===== config.mk =====
export PLATFORM = sky130hd
export DESIGN_NAME = terminal_text_stream_writer_core
export DESIGN_NICKNAME = d
export VERILOG_FILES = /design/src/rtl/tsw_pkg.sv /design/src/rtl/tsw_ctrl.sv /design/src/rtl/tsw_datapath.sv /design/src/rtl/terminal_text_stream_writer_core.sv
export VERILOG_INCLUDE_DIRS = /design/src /design/src/rtl
export SDC_FILE = /design/constraint.sdc
export NUM_CORES = 1
export LEC_CHECK = 0
export BUFFER_PORTS_ARGS = -buffer_cell sky130_fd_sc_hd__buf_4
export CAP_MARGIN = 20
export CORE_ASPECT_RATIO = 1.75
export CORE_MARGIN = 4
export CORE_UTILIZATION = 30
export CTS_BUF_LIST = sky130_fd_sc_hd__clkbuf_4 sky130_fd_sc_hd__clkbuf_8
export DETAILED_ROUTE_END_ITERATION = 8
export SLEW_MARGIN = 20
export SYNTH_ARGS = -nofsm -noshare
export SYNTH_HDL_FRONTEND = slang
export SYNTH_SLANG_ARGS = --single-unit

===== constraint.sdc =====
create_clock -name clk -period 4.5 [get_ports clk]
set_input_delay 0.45 -clock clk [delete_from_list [all_inputs] [get_ports clk]]
set_output_delay 0.45 -clock clk [all_outputs]
set_load 0.01 [all_outputs]

===== src/rtl/assert_macros.svh =====
// Assertion macros used by the top-level RTL file of the terminal stream writer.
`ifndef ASSERT_MACROS_SVH
`define ASSERT_MACROS_SVH

// Same-cycle implication, sampled on clk and disabled while rst_n is low.
`define TSW_ASSERT_IMP(lbl, ante, cons) \
    lbl: assert property (@(posedge clk) disable iff (!rst_n) (ante) |-> (cons)) \
        else $error("same-cycle check failed");

// Next-cycle implication, sampled on clk and disabled while rst_n is low.
`define TSW_ASSERT_NXT(lbl, ante, cons) \
    lbl: assert property (@(posedge clk) disable iff (!rst_n) (ante) |=> (cons)) \
        else $error("next-cycle check failed");

`endif


===== src/rtl/tsw_pkg.sv =====
// Shared types and byte codes for the terminal stream writer.
package tsw_pkg;

    // Byte codes recognized in the shell stream
    localparam logic [7:0] ESC_BYTE  = 8'h1B;
    localparam logic [7:0] CR_BYTE   = 8'h0D;
    localparam logic [7:0] LF_BYTE   = 8'h0A;
    localparam logic [7:0] BS_BYTE   = 8'h08;
    localparam logic [7:0] TAB_BYTE  = 8'h09;
    localparam logic [7:0] CSI_BYTE  = 8'h5B;
    localparam logic [7:0] FINAL_LO  = 8'h40;
    localparam logic [7:0] FINAL_HI  = 8'h7E;
    localparam logic [7:0] PRINT_LO  = 8'h20;
    localparam logic [7:0] PRINT_HI  = 8'h7E;
    localparam logic [6:0] SPACE_CHR = 7'h20;

    // A tab writes at most eight cells; this is the index of its final write
    localparam logic [2:0] TAB_LAST  = 3'd7;

    // Widths of the result fields on the output beat
    localparam int unsigned ROW_FW  = 11;
    localparam int unsigned COL_FW  = 9;
    localparam int unsigned CHR_FW  = 7;
    localparam int unsigned CCOL_FW = 10;
    localparam int unsigned CNT_FW  = 12;
    localparam int unsigned LEN_FW  = 10;
    localparam int unsigned TDATA_W = 72;
    localparam int unsigned TUSER_W = 2;

    // Commands from the controller to the datapath
    typedef struct packed {
        logic load;
        logic step;
    } tsw_cmd_t;

    // Status from the datapath to the controller
    typedef struct packed {
        logic last;
    } tsw_stat_t;

    // One result beat
    typedef struct packed {
        logic                 write_valid;
        logic [ROW_FW-1:0]    write_row;
        logic [COL_FW-1:0]    write_col;
        logic [CHR_FW-1:0]    write_char;
        logic                 scrolled;
        logic [ROW_FW-1:0]    cur_row;
        logic [CCOL_FW-1:0]   cur_col;
        logic [CNT_FW-1:0]    rows_used;
        logic [LEN_FW-1:0]    longest_len;
        logic                 last;
    } tsw_res_t;

endpackage


===== src/rtl/tsw_ctrl.sv =====
// Controller state machine: accepts a byte, then steps out its result beats.
module tsw_ctrl
(
    input  logic                clk,
    input  logic                rst_n,
    input  logic                s_valid,
    output logic                s_ready,
    output logic                m_valid,
    input  logic                m_ready,
    output tsw_pkg::tsw_cmd_t   cmd,
    input  tsw_pkg::tsw_stat_t  stat
);
    import tsw_pkg::*;

    typedef enum logic [1:0] {
        ST_IDLE = 2'b01,
        ST_RUN  = 2'b10
    } ctl_state_t;

    ctl_state_t state_reg, state_next;
    logic       out_valid_reg, out_valid_next;

    // Next state, commands and output-register occupancy
    always_comb
    begin
        state_next     = state_reg;
        out_valid_next = out_valid_reg && !m_ready;
        cmd            = '0;
        s_ready        = 1'b0;
        unique case (state_reg)
            ST_IDLE:
            begin
                s_ready = 1'b1;
                if (s_valid)
                begin
                    cmd.load   = 1'b1;
                    state_next = ST_RUN;
                end
            end
            ST_RUN:
            begin
                if (!out_valid_reg || m_ready)
                begin
                    cmd.step       = 1'b1;
                    out_valid_next = 1'b1;
                    if (stat.last)
                    begin
                        state_next = ST_IDLE;
                    end
                end
            end
            default:
            begin
                state_next = ST_IDLE;
            end
        endcase
    end

    // State and output-valid registers
    always_ff @(posedge clk or negedge rst_n)
    begin
        if (!rst_n)
        begin
            state_reg     <= ST_IDLE;
            out_valid_reg <= 1'b0;
        end
        else
        begin
            state_reg     <= state_next;
            out_valid_reg <= out_valid_next;
        end
    end

    assign m_valid = out_valid_reg;

endmodule


===== src/rtl/tsw_datapath.sv =====
// Datapath: escape tracking, cursor, row count, longest line and result register.
module tsw_datapath
#(
    parameter int unsigned MAX_LINES = 2048,
    parameter int unsigned MAX_COLS  = 512
)
(
    input  logic                clk,
    input  logic                rst_n,
    input  logic [7:0]          in_byte,
    input  tsw_pkg::tsw_cmd_t   cmd,
    output tsw_pkg::tsw_stat_t  stat,
    output tsw_pkg::tsw_res_t   res
);
    import tsw_pkg::*;

    localparam int unsigned ROW_W = $clog2(MAX_LINES);
    localparam int unsigned CNT_W = $clog2(MAX_LINES + 1);
    localparam int unsigned COL_W = $clog2(MAX_COLS + 1);
    localparam logic [ROW_W-1:0] ROW_MAX = ROW_W'(MAX_LINES - 1);
    localparam logic [COL_W-1:0] COL_LIM = COL_W'(MAX_COLS);

    typedef enum logic [2:0] {
        PH_NORMAL = 3'b001,
        PH_ESC    = 3'b010,
        PH_CSI    = 3'b100
    } phase_t;

    logic [7:0]       byte_reg;
    logic [2:0]       tab_cnt_reg, tab_cnt_next;
    phase_t           phase_reg, phase_next;
    logic [ROW_W-1:0] row_reg, row_next, row_adv;
    logic [COL_W-1:0] col_reg, col_next, put_col, col_plus;
    logic [CNT_W-1:0] cnt_reg, cnt_next, cnt_adv;
    logic [COL_W-1:0] longest_reg, longest_next;
    tsw_res_t         res_reg, res_next;

    logic             is_tab, do_put, do_lf, wrap, at_bottom, scrolled, last;
    logic [31:0]      wrow_w, wcol_w, crow_w, ccol_w, cnt_w, len_w;

    // Shared advance-row logic: clamp at the bottom row and scroll there
    assign at_bottom = (row_reg == ROW_MAX);
    assign row_adv   = at_bottom ? row_reg : row_reg + 1'b1;
    assign cnt_adv   = (cnt_reg > CNT_W'(row_adv) + 1'b1) ? cnt_reg
                                                           : CNT_W'(row_adv) + 1'b1;

    // Cell write position, wrapping at the right edge
    assign wrap     = (col_reg >= COL_LIM);
    assign put_col  = wrap ? '0 : col_reg;
    assign col_plus = put_col + 1'b1;

    // Decode the byte against the escape phase
    always_comb
    begin
        phase_next = PH_NORMAL;
        is_tab     = 1'b0;
        do_put     = 1'b0;
        do_lf      = 1'b0;
        col_next   = col_reg;
        unique case (phase_reg)
            PH_ESC:
            begin
                phase_next = (byte_reg == CSI_BYTE) ? PH_CSI : PH_NORMAL;
            end
            PH_CSI:
            begin
                phase_next = (byte_reg >= FINAL_LO && byte_reg <= FINAL_HI) ? PH_NORMAL
                                                                             : PH_CSI;
            end
            default:
            begin
                unique case (byte_reg) inside
                    ESC_BYTE: phase_next = PH_ESC;
                    CR_BYTE:  col_next = '0;
                    LF_BYTE:
                    begin
                        col_next = '0;
                        do_lf    = 1'b1;
                    end
                    BS_BYTE:
                    begin
                        if (col_reg != '0)
                        begin
                            col_next = col_reg - 1'b1;
                        end
                    end
                    TAB_BYTE:
                    begin
                        is_tab   = 1'b1;
                        do_put   = 1'b1;
                        col_next = col_plus;
                    end
                    [PRINT_LO:PRINT_HI]:
                    begin
                        do_put   = 1'b1;
                        col_next = col_plus;
                    end
                    default: ;
                endcase
            end
        endcase
    end

    // Row, row count and longest line after this step
    assign scrolled     = (do_lf || (do_put && wrap)) && at_bottom;
    assign row_next     = (do_lf || (do_put && wrap)) ? row_adv : row_reg;
    assign cnt_next     = (do_lf || (do_put && wrap)) ? cnt_adv : cnt_reg;
    assign longest_next = (do_put && col_plus > longest_reg) ? col_plus : longest_reg;

    // A tab stops at a multiple of eight or after its eighth write
    assign last = !is_tab || (col_plus[2:0] == 3'd0) || (tab_cnt_reg == TAB_LAST);
    assign tab_cnt_next = cmd.load ? 3'd0 : tab_cnt_reg + 3'd1;

    // Assemble the result beat with the field widths of the port
    always_comb
    begin
        wrow_w = 32'(row_next);
        wcol_w = 32'(put_col);
        crow_w = 32'(row_next);
        ccol_w = 32'(col_next);
        cnt_w  = 32'(cnt_next);
        len_w  = 32'(longest_next);
        res_next             = '0;
        res_next.write_valid = do_put;
        if (do_put)
        begin
            res_next.write_row  = wrow_w[ROW_FW-1:0];
            res_next.write_col  = wcol_w[COL_FW-1:0];
            res_next.write_char = is_tab ? SPACE_CHR : byte_reg[6:0];
        end
        res_next.scrolled    = scrolled;
        res_next.cur_row     = crow_w[ROW_FW-1:0];
        res_next.cur_col     = ccol_w[CCOL_FW-1:0];
        res_next.rows_used   = cnt_w[CNT_FW-1:0];
        res_next.longest_len = len_w[LEN_FW-1:0];
        res_next.last        = last;
    end

    // Terminal state registers
    always_ff @(posedge clk or negedge rst_n)
    begin
        if (!rst_n)
        begin
            phase_reg   <= PH_NORMAL;
            row_reg     <= '0;
            col_reg     <= '0;
            cnt_reg     <= CNT_W'(1);
            longest_reg <= '0;
            tab_cnt_reg <= '0;
        end
        else
        begin
            if (cmd.load || cmd.step)
            begin
                tab_cnt_reg <= tab_cnt_next;
            end
            if (cmd.step)
            begin
                // A tab keeps the normal phase until its last write
                phase_reg   <= (do_put && !last) ? phase_reg : phase_next;
                row_reg     <= row_next;
                col_reg     <= col_next;
                cnt_reg     <= cnt_next;
                longest_reg <= longest_next;
            end
        end
    end

    // Byte and result payload registers
    always_ff @(posedge clk)
    begin
        if (cmd.load)
        begin
            byte_reg <= in_byte;
        end
        if (cmd.step)
        begin
            res_reg <= res_next;
        end
    end

    assign stat.last = last;
    assign res       = res_reg;

endmodule


===== src/rtl/terminal_text_stream_writer_core.sv =====
// Top level of the terminal stream writer: byte stream in, cell-write beats out.
//
//  Channel | Dir | Handshake               | Payload
//  s_axis  | in  | s_axis_tvalid/tready    | tdata[7:0] in_byte
//  m_axis  | out | m_axis_tvalid/tready    | tdata (cell write and cursor), tuser, tlast
//
// A byte is accepted first, then the controller steps the datapath once per
// result beat: one beat for most bytes, up to eight for a tab that writes eight
// cells. A step waits while the output register holds a beat not yet taken.
// Reset (rst_n low, asynchronous) homes the cursor, sets one row in use and
// clears the escape phase. A stalled output holds its beat; the next byte
// is accepted while the last beat of the previous one still waits.
`include "assert_macros.svh"

module terminal_text_stream_writer_core
#(
    parameter int unsigned MAX_LINES = 2048,
    parameter int unsigned MAX_COLS  = 512
)
(
    input  logic        clk,
    input  logic        rst_n,
    input  logic        s_axis_tvalid,
    output logic        s_axis_tready,
    input  logic [7:0]  s_axis_tdata,   // [7:0] in_byte
    output logic        m_axis_tvalid,
    input  logic        m_axis_tready,
    // [10:0] write_row, [19:11] write_col, [26:20] write_char, [37:27] cur_row,
    // [47:38] cur_col, [59:48] rows_used, [69:60] longest_len, [71:70] zero
    output logic [tsw_pkg::TDATA_W-1:0] m_axis_tdata,
    output logic [tsw_pkg::TUSER_W-1:0] m_axis_tuser,  // [0] write_valid, [1] scrolled
    output logic        m_axis_tlast    // last beat for this byte
);
    import tsw_pkg::*;

    tsw_cmd_t  cmd;
    tsw_stat_t stat;
    tsw_res_t  res;

    tsw_ctrl u_ctrl
    (
        .clk     (clk),
        .rst_n   (rst_n),
        .s_valid (s_axis_tvalid),
        .s_ready (s_axis_tready),
        .m_valid (m_axis_tvalid),
        .m_ready (m_axis_tready),
        .cmd     (cmd),
        .stat    (stat)
    );

    tsw_datapath #(
        .MAX_LINES (MAX_LINES),
        .MAX_COLS  (MAX_COLS)
    ) u_datapath (
        .clk     (clk),
        .rst_n   (rst_n),
        .in_byte (s_axis_tdata),
        .cmd     (cmd),
        .stat    (stat),
        .res     (res)
    );

    // Pack the result beat
    assign m_axis_tdata = {2'b00, res.longest_len, res.rows_used, res.cur_col,
                           res.cur_row, res.write_char, res.write_col, res.write_row};
    assign m_axis_tuser = {res.scrolled, res.write_valid};
    assign m_axis_tlast = res.last;

    // One byte at a time: no accept in the cycle after an accept
    `TSW_ASSERT_NXT(a_one_byte, s_axis_tvalid && s_axis_tready, !s_axis_tready)
    // A beat without a cell write carries zero cell fields
    `TSW_ASSERT_IMP(a_nowrite_zero, m_axis_tvalid && !m_axis_tuser[0], m_axis_tdata[26:0] == 27'd0)
    // After a cell write the cursor sits one column to its right
    `TSW_ASSERT_IMP(a_write_advances, m_axis_tvalid && m_axis_tuser[0],
                    m_axis_tdata[46:38] == m_axis_tdata[19:11] + 9'd1)

endmodule

Yosys cells after proc, flatten, opt, wreduce, memory -nomap -nowiden

Cells that the tools add are included.
Widths: inputs -> output; s select.

Register bits: 133
Bits of input ports: 12

Eq/ne operators: 15
Bitwise gates (word level): 2
Add/sub/neg operators: 5
Reductions and logical operators: 24
Order comparisons: 6
Multiplexer cells: 32

Operator list:

| cell                  | number |
|---|---|
| $mux 10               | 4 |
| $eq 8x4->1 const B    | 4 |
| $pmux 10 s3           | 1 |
| $mux 12               | 2 |
| $mux 11               | 2 |
| $mux 1                | 13 |
| $add 11x1->12 const B | 1 |
| $gt 12x12->1          | 1 |
| $add 11x1->11 const B | 1 |
| $eq 11x11->1 const B  | 1 |
| $add 10x1->10 const B | 1 |
| $ge 10x10->1 const B  | 1 |
| $gt 10x10->1          | 1 |
| $reduce_bool 10->1    | 1 |
| $sub 10x1->10 const B | 1 |
| $mux 3                | 3 |
| $eq 8x5->1 const B    | 1 |
| $eq 8x7->1 const B    | 1 |
| $ge 8x6->1 const B    | 1 |
| $ge 8x7->1 const B    | 1 |
| $le 8x7->1 const B    | 1 |
| $mux 2                | 4 |
| $reduce_or 2->1       | 4 |
| $logic_and 1x1->1     | 7 |
| 16 further kinds      | 26 |

Depth between registers and ports, before layout

Gate-level depths: netlist of the first run.

Word-level depth: 10
Depth in mapped cells: 22
Depth with buffers taken out: 19

Cells and area by module

A second synthesis of the first run with hierarchy kept.

Cell total of the unflattened synthesis: 660
Area, all modules: 7,284.5 um^2

Modules (own cells, without submodules):

| module                           | cells each | sequential area each (um^2) | times used | area each (um^2) |
|---|---|---|---|---|
| tsw_datapath                     | 645        | 3,661.0                     | 1          | 7,129.3 |
| tsw_ctrl                         | 12         | 76.3                        | 1          | 136.4 |
| terminal_text_stream_writer_core | 3          | 0.0                         | 1          | 18.8 |

Least setup slack after synthesis of the first run

No wires, ideal clock.

Kind: register to register
Start: register u_datapath.row_reg[1]
End: register u_datapath.res_reg, in the netlist u_datapath.res[15] (data pin)
Setup time: 0.260 ns
Path slack: 0.034 ns
Arrival time: 4.207 ns
Clock period less this slack: 4.466 ns
Data required time: 4.240 ns
Stages on the path, launching flop included: 20
Path through: dfrtp_1 ha_1 and3_4 buf_12 nand3_4 xnor2_1 inv_1 ha_1 and3_1 a2bb2oi_1 or4_1 xor2_1 inv_1 ha_1 nand4_1 a211o_1 a31oi_1 nand2b_1 clkbuf_1 mux2_2

Word-level cells in the longest chain between the ends: 6
Elaborated cells between the ends (all ways): 7
Those cells by class: 2 x add/sub; 1 x order compare; 1 x eq/ne; 3 x mux

Ends and longest elaborated chain:

| item                                          | line                                   | source |
|---|---|---|
| start, declared                               | tsw_datapath.sv:32                     | `logic [ROW_W-1:0] row_reg, row_next, row_adv;` |
| start signal, assigned                        | tsw_datapath.sv:161                    | `row_reg <= row_next;` |
| $add 11x1->11 or $eq 11x11->1 (tied branches) | tsw_datapath.sv:43, tsw_datapath.sv:42 |  |
| $mux 11 *                                     | tsw_datapath.sv:43                     | `assign row_adv = at_bottom ? row_reg : row_reg + 1'b1;` |
| $add 11x1->12 *                               | tsw_datapath.sv:44, tsw_datapath.sv:45 |  |
| $gt 12x12->1                                  | tsw_datapath.sv:44                     | `assign cnt_adv = (cnt_reg > CNT_W'(row_adv) + 1'b1) ? cnt_reg` |
| $mux 12 *                                     | tsw_datapath.sv:44                     |  |
| $mux 12 *                                     | tsw_datapath.sv:107                    | `assign cnt_next = (do_lf \|\| (do_put && wrap)) ? cnt_adv : cnt_reg;` |
| via u_datapath.cnt_next[4]                    | tsw_datapath.sv:34                     | `logic [CNT_W-1:0] cnt_reg, cnt_next, cnt_adv;` |
| end signal, assigned                          | tsw_datapath.sv:178                    | `res_reg <= res_next;` |
| end, declared                                 | tsw_datapath.sv:36                     | `tsw_res_t res_reg, res_next;` |

The timed path passes the listed nets; every way through them passes the cells marked *.
A chain may end at the register's enable or synchronous reset.

Worst setup path after layout of the first run

Start: register u_datapath.row_reg[1]
End: register u_datapath.res_reg, in the netlist u_datapath.res[16] (data pin)

The elaborated chain is that of the path after synthesis.

==> impl_metrics.toml, run 1 <==
[placement]
dp_slack_ps = 12.51
dpl-instance-area_sq_mm = 0.007943
place_congestion = 0.8204
dpl.hpwl_um = 12730
io_buffer_count = 86

[hold_path]
hp-class = "in2async"

[die]
initial_core_util_pct = 30.51
dieArea_sq_mm = 0.02572
io_pins = 89
core_area_sq_mm = 0.02274
die_x_um = 123.0
rows = 73
fp.dieH_um = 209.2

[synth]
yosys_most_used_dff = "edfxtp_1"
yosys.area.top_type = "edfxtp_1"
syn-cell-area_sq_mm = 0.006939
yosysMostFrequentCell = "edfxtp_1"
syn_inst = 634
synth-async-reset-ratio_pct = 39.10
yosys-top-cells-area = "edfxtp_1, dfrtp_1, ha_1"
synth_top_cells_by_count = "edfxtp_1, nand2_1, o21ai_0"
seq_area_frac_synth_pct = 53.86
yosys_warnings = 0
syn_avg_cell_area_sq_um = 10.95
synth_edf_count = 81
synth_top_area_share_pct = 35.05
synth-seq-cells = 133
synthDistinctLibCells = 66

[drt]
ant_nets = 0
routed_wl_um = 17100
drtIter0Drc = 252
routed_via_density = 4.853
detail_route.first_pass.iterations = 4
avgRoutedWirePerCell_um = 16.38
num_vias = 5067
drc = 0

[timing]
clock.fmax_mhz = 233.3
finalSetupViolations = 0
worst_pin_slew_ps = 1042
finalHoldViolations = 0
slew_violations = 0
fin_ws_ps = 213.4
clock_skew_ps = 16.75
holdWs_ps = 56.57
tns_ps = 0
fin_crit_sh_pct = 95.26
rsz0062_at_grt = "false"
max-slew-margin-rel_pct = 30.09
min_period_ps = 4287

[cells_and_area]
nets = 772
fin_util_pct = 36.82
final_layout_size_suffix_gt1_share_pct = 26.34
syn_to_final_growth_pct = 20.68
nFillCells = 2283
largest_register_ffs = 73
diodes = 0
finish.instance_area_sq_mm = 0.008374

[critical_path]
cp-start-kind = "flip-flop"
reg2reg_to = "u_datapath.res[16]$_DFFE_PP_"
rr_worst_depth = 18
worstPathRequired_ps = 4700
critical_path_class = "reg2reg"
crit_arrival_ps = 4480
r2r-start = "u_datapath.row_reg[1]$_DFFE_PN0P_"
endpoint_kind = "flip-flop"
path_max_fanout = 18
r2r_slack_ps = 210

[power_and_ir_drop]
leakagePower_nw = 3.475
power_density_mw_per_mm2 = 334.6
peakVddDrop_v = 0.0001739

[grt]
grt_max_degree = 53
grt.overflow.total = 0
grt_pass1_wl_um = 26620
antenna_found_initial = 0
track_usage_pct = 13.63
grt_pass1_vias = 5105

[flow_run]
max_cap_viol_count = 0

[clocking]
clk_path_buf_depth = 2
holdBufCountCts = 0
cts_root_buf = "clkbuf_8"
cts_num_sinks = 133
cts_buffers = 17
path_clk_slew_ps = 90
htree_num_levels = 4
clkLatencyLatePin_ps = 450
tritoncts = "done"

[status]
status = "finished clean"
[repair_timing]
| action | in CTS | in global routing |
|---|---|---|
| resized for setup | 0 | 6 |
| setup endpoints to repair | 0 | 13 |
| setup buffers | 0 | 1 |
[metal layers]
| metal | share of wire, % | vias to the layer above | routed length [um] | global-route usage, % |
|---|---|---|---|---|
| li1 | - | 2468 | - | - |
| met1 | 36 | 2435 | 6072 | 13.22 |
| met2 | 56 | 121 | 9656 | 26.05 |
| met3 | 3.1 | 43 | 525 | 2.139 |
| met4 | 4.9 | 0 | 844 | 8.159 |
| met5 | 0 | - | 0 | 0 |
[power breakdown]
part	leakage, nW	switching (W)	internal [W]
logic	1.84	0.000252	0.000151
registers	1.44	0.0000434	0.00136
clock network	0.193	0.000504	0.000494
[area by class of cell]
type                            instances  area [sq um]  share of cell area [%]
Clock buffer                           17         234.0                   2.794
Clock inverter                         15         155.1                   1.853
Inverter                               36         135.1                   1.614
Multi-Input combinational cell        431          2883                   34.42
Sequential cell                       133          3739                   44.64
Tap cell                              300         375.4                   4.482
Timing Repair Buffer                  112         853.3                   10.19
[stage by stage]
stage	power (W)	std cells
after detailed placement	0.001832	1011
after global routing	0.002949	1044
final	0.002802	1044
after CTS	0.002854	1043
after floorplan	0.001663	635
after global placement	0.001827	1011
[cell usage in the layout, fill, tap and decap left out, types with 8 or more instances in the layout]
| cell | Yosys | final |
|---|---|---|
| o21ai_0 | 50 | 49 |
| nand2_1 | 62 | 62 |
| nand3_1 | 15 | 15 |
| nand4_1 | 10 | 10 |
| and2_1 | 18 | 18 |
| a21o_1 | 8 | 8 |
| buf_4 | 4 | 111 |
| a21oi_1 | 30 | 30 |
| nand2b_1 | 12 | 11 |
| dfrtp_1 | 49 | 48 |
| nor2_1 | 46 | 46 |
| xnor2_1 | 12 | 12 |
| xor2_1 | 9 | 8 |
| inv_1 | 34 | 34 |
| clkbuf_8 | 0 | 17 |
| edfxtp_1 | 81 | 81 |
| ha_1 | 29 | 29 |
| and3_1 | 13 | 13 |
| mux2_2 | 31 | 31 |
| nor3_1 | 10 | 10 |
[how the worst max path moves through the flow]
stage / start / endpoint / slack [ps] / cells after the start
2_1_floorplan: u_datapath.row_reg[1]$_DFFE_PN0P_ / u_datapath.res[15]$_DFFE_PP_ / 30 / 19
3_3_place_gp: u_datapath.row_reg[1]$_DFFE_PN0P_ / u_datapath.res[19]$_DFFE_PP_ / 160 / 18
3_5_place_dp: u_datapath.row_reg[1]$_DFFE_PN0P_ / u_datapath.res[18]$_DFFE_PP_ / 10 / 18
4_1_cts: u_datapath.row_reg[1]$_DFFE_PN0P_ / u_datapath.res[18]$_DFFE_PP_ / 30 / 18
5_1_grt: u_datapath.row_reg[1]$_DFFE_PN0P_ / u_datapath.res[16]$_DFFE_PP_ / 6 / 18
6_report: u_datapath.row_reg[1]$_DFFE_PN0P_ / u_datapath.res[16]$_DFFE_PP_ / 210 / 18
[cells by family after synthesis]
logic type	Yosys count	synth area share (%)
flip-flops	133	53.86
AND/OR/NAND/NOR	212	15.49
buffers and inverters	71	5.139
XOR/XNOR	21	2.651
multiplexers	41	6.599
other	1	0.05404
adder cells (fa/ha/maj)	29	5.229
AO/OA/AOI/OAI	126	10.98
[critical path, stage by stage (launching register included)]
cell	delay (ps)
dfrtp_2	410
ha_1	180
and3_4	220
nand3_4	100
xnor2_1	170
inv_1	90
ha_1	190
and3_1	170
a2bb2oi_1	100
or4_4	560
xor2_2	150
inv_1	60
ha_1	320
nand4_1	160
a211o_1	330
a31oi_4	200
nand2b_4	160
buf_12	140
mux2_2	330
No activity file was read; power rests on OpenSTA's default activity.
==> run 2: changes to the inputs <==
PLACE_DENSITY_LB_ADDON = 0.05   (was unset)
==> impl_metrics.toml, run 2 (same netlist as run 1, synthesis figures left out) <==
[drt]
routed_wl_um = 18470
drc = 0
ant_nets = 0
num_vias = 5049
drtIter0Drc = 343
detail_route.first_pass.iterations = 5
avgRoutedWirePerCell_um = 17.54
routed_via_density = 4.795

[power_and_ir_drop]
peakVddDrop_v = 0.0001496
leakagePower_nw = 3.496
swShare_pct = 27.58
p_int_w = 0.001973
switchingPower_w = 0.0007513
power_density_mw_per_mm2 = 324.2
p_clk_share_pct = 34.0
power.total_w = 0.002724
pwr-share-comb_pct = 14.5
seqPwrFrac_pct = 51.6

[die]
io_pins = 89
fp.dieH_um = 209.2
rows = 73
dieArea_sq_mm = 0.02572
die_x_um = 123.0
initial_core_util_pct = 30.51
core_area_sq_mm = 0.02274

[timing]
tns_ps = 0
slew_violations = 0
finalHoldViolations = 0
clock_skew_ps = 8.679
fin_crit_sh_pct = 93.92
clock.fmax_mhz = 236.6
finalSetupViolations = 0
worst_pin_slew_ps = 876.2
min_period_ps = 4226
max-slew-margin-rel_pct = 41.59

[clocking]
htree_num_levels = 4
cts_num_sinks = 133
cts_buffers = 17
clkLatencyLatePin_ps = 450
path_clk_slew_ps = 70
tritoncts = "done"
clk_path_buf_depth = 2
cts_root_buf = "clkbuf_8"

[placement]
io_buffer_count = 86
place_congestion = 0.8853
dpl.hpwl_um = 13650

[critical_path]
reg2reg_to = "u_datapath.res[18]$_DFFE_PP_"
cpMostUsedCell = "ha_1"
worstPathRequired_ps = 4700
max_stage_delay_ps = 580
rr_worst_depth = 18
cp_cell_sequence = "ha_1 -> and3_4 -> nand3_4 -> mux2i_2 -> inv_1 -> ha_1 -> and3_1 -> a2bb2oi_1 -> or4_4 -> xor2_4 -> inv_1 -> ha_1 -> nand4_1 -> a211o_1 -> a31oi_2 -> nand2b_1 -> buf_6 -> mux2_2"
critPathTopFamily = "simple AND/OR/NAND/NOR gates"
cp-start-kind = "flip-flop"
cp.buffers_inverters = 3
endpoint_kind = "flip-flop"
r2r_slack_ps = 270
critical_path_class = "reg2reg"
r2r-start = "u_datapath.row_reg[1]$_DFFE_PN0P_"
critPathSlowestCell = "or4_4"
crit_arrival_ps = 4430
path_max_fanout = 10

[grt]
grt_pass1_wl_um = 28840
grt.overflow.total = 0
grt_pass1_vias = 5249
track_usage_pct = 14.94
antenna_found_initial = 0
grt_max_degree = 66

[cells_and_area]
final_common_cell = "buf_4"
nets = 781
nFillCells = 2272
largest_register_ffs = 73
syn_to_final_growth_pct = 21.08
diodes = 0
layout_common_cells = "buf_4, edfxtp_1, nand2_1"
multi_input_area_sq_mm = 0.002893
seq_area_sq_mm = 0.003739
final_layout_size_suffix_gt1_share_pct = 26.96

[flow_run]
max_cap_viol_count = 0

[status]
status = "finished clean"

[hold_path]
hp-class = "in2async"
-- run 2: cell types whose count changed in the layout (fill, tap and decap cells not counted), moves of 2 or more --
| cell | previous run | this run |
|---|---|---|
| buf_4 | 111 | 120 |
| clkinv_4 | 3 | 0 |
| clkinvlp_4 | 3 | 0 |
| clkbuf_4 | 0 | 7 |
| inv_6 | 3 | 0 |
| o21ai_1 | 4 | 2 |
| clkinv_1 | 0 | 4 |
-- run 2: what timing repair did --
item,CTS,global route
buffers inserted,0,5
gates resized for setup,0,8
hold buffers,0,0
endpoints found under the setup margin,0,11
-- run 2: worst max-delay path by stage --
stage	slack (ps)	depth (start not counted)	start	to
2_1_floorplan	30	19	u_datapath.row_reg[1]$_DFFE_PN0P_	u_datapath.res[15]$_DFFE_PP_
3_3_place_gp	210	18	u_datapath.row_reg[1]$_DFFE_PN0P_	u_datapath.res[21]$_DFFE_PP_
3_5_place_dp	120	18	u_datapath.row_reg[1]$_DFFE_PN0P_	u_datapath.res[18]$_DFFE_PP_
4_1_cts	100	18	u_datapath.row_reg[1]$_DFFE_PN0P_	u_datapath.res[18]$_DFFE_PP_
5_1_grt	-20	18	u_datapath.row_reg[1]$_DFFE_PN0P_	u_datapath.res[18]$_DFFE_PP_
6_report	270	18	u_datapath.row_reg[1]$_DFFE_PN0P_	u_datapath.res[18]$_DFFE_PP_
-- run 2: routing by layer --
layer,up-vias,track usage [%],routed length [um]
met5,-,0,0
met4,0,6.729,412
met3,21,3.033,611
met2,111,28.81,10810
met1,2441,14.81,6635
li1,2476,-,-
-- run 2: metrics by stage --
step / setup slack (ps) / cell area, sq um / utilization [%] / instances / hold WS, ps
floorplan: 33.60 / 6943 / - / 635 / 154.4
global placement: 209.3 / 7969 / 35.04 / 1016 / 488.6
detailed placement: 120.4 / 7973 / 35.06 / 1016 / 498.9
CTS: 100.3 / 8319 / 36.58 / 1048 / 70.98
global route: -18.11 / 8402 / 36.94 / 1053 / 111.1
finish: 273.6 / 8402 / 36.94 / 1053 / 65.44
-- run 2: cell type report --
class | instances | share of cell area (%)
multi-input combinational | 431 | 34.43
clock buffer | 24 | 3.410
timing repair buffer | 121 | 10.86
sequential | 133 | 44.50
clock inverter | 8 | 0.7148
inverter | 36 | 1.623
tap | 300 | 4.468
-- run 2: power groups by stage --
stage	clock, W	sequential (W)	combinational [W]
finish	0.000925	0.00140	0.000395
global route	0.00101	0.00141	0.000450
CTS	0.000964	0.00140	0.000405
detailed placement	0	0.00143	0.000402
global placement	0	0.00143	0.000401
floorplan	0	0.00143	0.000234
==> run 3: changes to the inputs <==
MAX_ROUTING_LAYER = met4   (was unset)
==> impl_metrics.toml, run 3 (same netlist as run 1, synthesis figures left out) <==
[clocking]
clkLatencyLatePin_ps = 460
clk_path_buf_depth = 2
htree_num_levels = 4
cts_root_buf = "clkbuf_8"
cts_buffers = 17
tritoncts = "done"
cts_num_sinks = 133
path_clk_slew_ps = 80
holdBufCountCts = 0

[grt]
grt_pass1_wl_um = 29290
track_usage_pct = 15.59
grt_pass1_vias = 5363
grt_max_degree = 66
antenna_found_initial = 0
grt.overflow.total = 0

[drt]
routed_wl_um = 18610
routed_via_density = 4.842
ant_nets = 0
drc = 0
drtIter0Drc = 353
num_vias = 5074
detail_route.first_pass.iterations = 4
avgRoutedWirePerCell_um = 17.76

[cells_and_area]
fin_util_pct = 36.99
diodes = 0
nFillCells = 2249
finish.instance_area_sq_mm = 0.008413
syn_to_final_growth_pct = 21.24
final_layout_size_suffix_gt1_share_pct = 26.60
nets = 776
final_common_cell = "buf_4"
stdcell_count = 1048
largest_register_ffs = 73
layout_common_cells = "buf_4, edfxtp_1, nand2_1"

[timing]
finalSetupViolations = 0
min_period_ps = 4251
finalHoldViolations = 0
fin_crit_sh_pct = 94.48
clock.fmax_mhz = 235.2
max-slew-margin-rel_pct = 42.19
clock_skew_ps = 8.528
fin_ws_ps = 248.6
worst_pin_slew_ps = 867.1
slew_violations = 0

[die]
initial_core_util_pct = 30.51
rows = 73
dieArea_sq_mm = 0.02572
fp.dieH_um = 209.2
io_pins = 89
die_x_um = 123.0
core_area_sq_mm = 0.02274

[power_and_ir_drop]
leakagePower_nw = 3.490
peakVddDrop_v = 0.0001340
power.total_w = 0.002883
power_density_mw_per_mm2 = 342.7

[placement]
dp_cells = 1016
dpl-instance-area_sq_mm = 0.007973
dpl.hpwl_um = 13820
io_buffer_count = 86
place_congestion = 0.8930
dp_slack_ps = 90.07

[flow_run]
max_cap_viol_count = 0

[critical_path]
path_max_fanout = 13
worstPathRequired_ps = 4710
critical_path_class = "reg2reg"
endpoint_kind = "flip-flop"
crit_arrival_ps = 4460
cp-start-kind = "flip-flop"

[hold_path]
hp-class = "in2async"

[status]
status = "finished clean"
## run 3: path summary, 6_finish.rpt
kind / start / endpoint / slack (ps) / cells after the start
max: u_datapath.row_reg[1]$_DFFE_PN0P_ / u_datapath.res[19]$_DFFE_PP_ / 250 / 18
max reg2reg: u_datapath.row_reg[1]$_DFFE_PN0P_ / u_datapath.res[19]$_DFFE_PP_ / 250 / 18
min: rst_n / u_datapath.cnt_reg[4]$_DFFE_PN0P_ / 60 / 1
min reg2reg: u_datapath.tab_cnt_reg[0]$_DFFE_PN0P_ / u_datapath.tab_cnt_reg[0]$_DFFE_PN0P_ / 520 / 1
min in group clk: s_axis_tdata[4] / u_datapath.byte_reg[4]$_DFFE_PP_ / 160 / 1
max in group asynchronous: rst_n / u_datapath.row_reg[1]$_DFFE_PN0P_ / 3870 / 1
## run 3: where the power goes
part	leakage, nW	switching (W)	internal (W)
Combinational	1.84	0.000252	0.000147
Clock	0.207	0.000480	0.000598
Sequential	1.44	0.0000476	0.00136
Total	3.49	0.000780	0.00210
## run 3: through the flow
| step | hold WS, ps | setup TNS [ps] |
|---|---|---|
| floorplan | 154.4 | 0 |
| global placement | 488.4 | 0 |
| detailed placement | 485.9 | 0 |
| CTS | 70.28 | 0 |
| global route | 104.2 | -3.848 |
| finish | 62.11 | 0 |
## run 3: critical path, cell delays in order, from the launching register on
cell and delay (ps):
dfrtp_2 420, ha_1 190, and3_4 200, nand3_4 100, xnor2_1 160, inv_1 80, ha_1 180, and3_1 160
a2bb2oi_1 80, or4_4 560, xor2_2 190, inv_1 60, ha_1 320, nand4_1 140, a211o_1 310, a31oi_2 180
nand2b_1 150, buf_6 170, mux2_2 350
## run 3: layout make-up
type / instances / area (sq um) / area share [%]
multi-input combinational: 431 / 2870 / 34.12
clock buffer: 23 / 291.5 / 3.465
clock inverter: 9 / 126.4 / 1.502
timing repair buffer: 116 / 874.6 / 10.40
sequential: 133 / 3739 / 44.44
inverter: 36 / 136.4 / 1.621
tap: 300 / 375.4 / 4.462
## run 3: repair_timing
item	4_1_cts	5_1_grt
endpoints found under the hold margin	0	0
gates resized for setup	0	5
setup buffers	0	0
endpoints found under the setup margin	0	10
## run 3: metal layers
metal / global-route usage, % / share of wire [%] / vias to the layer above
met5: - / 0 / -
met4: 7.347 / 3.6 / 0
met3: 3.033 / 3.4 / 37
met2: 29.02 / 58 / 114
met1: 15.01 / 35 / 2464
li1: - / - / 2459
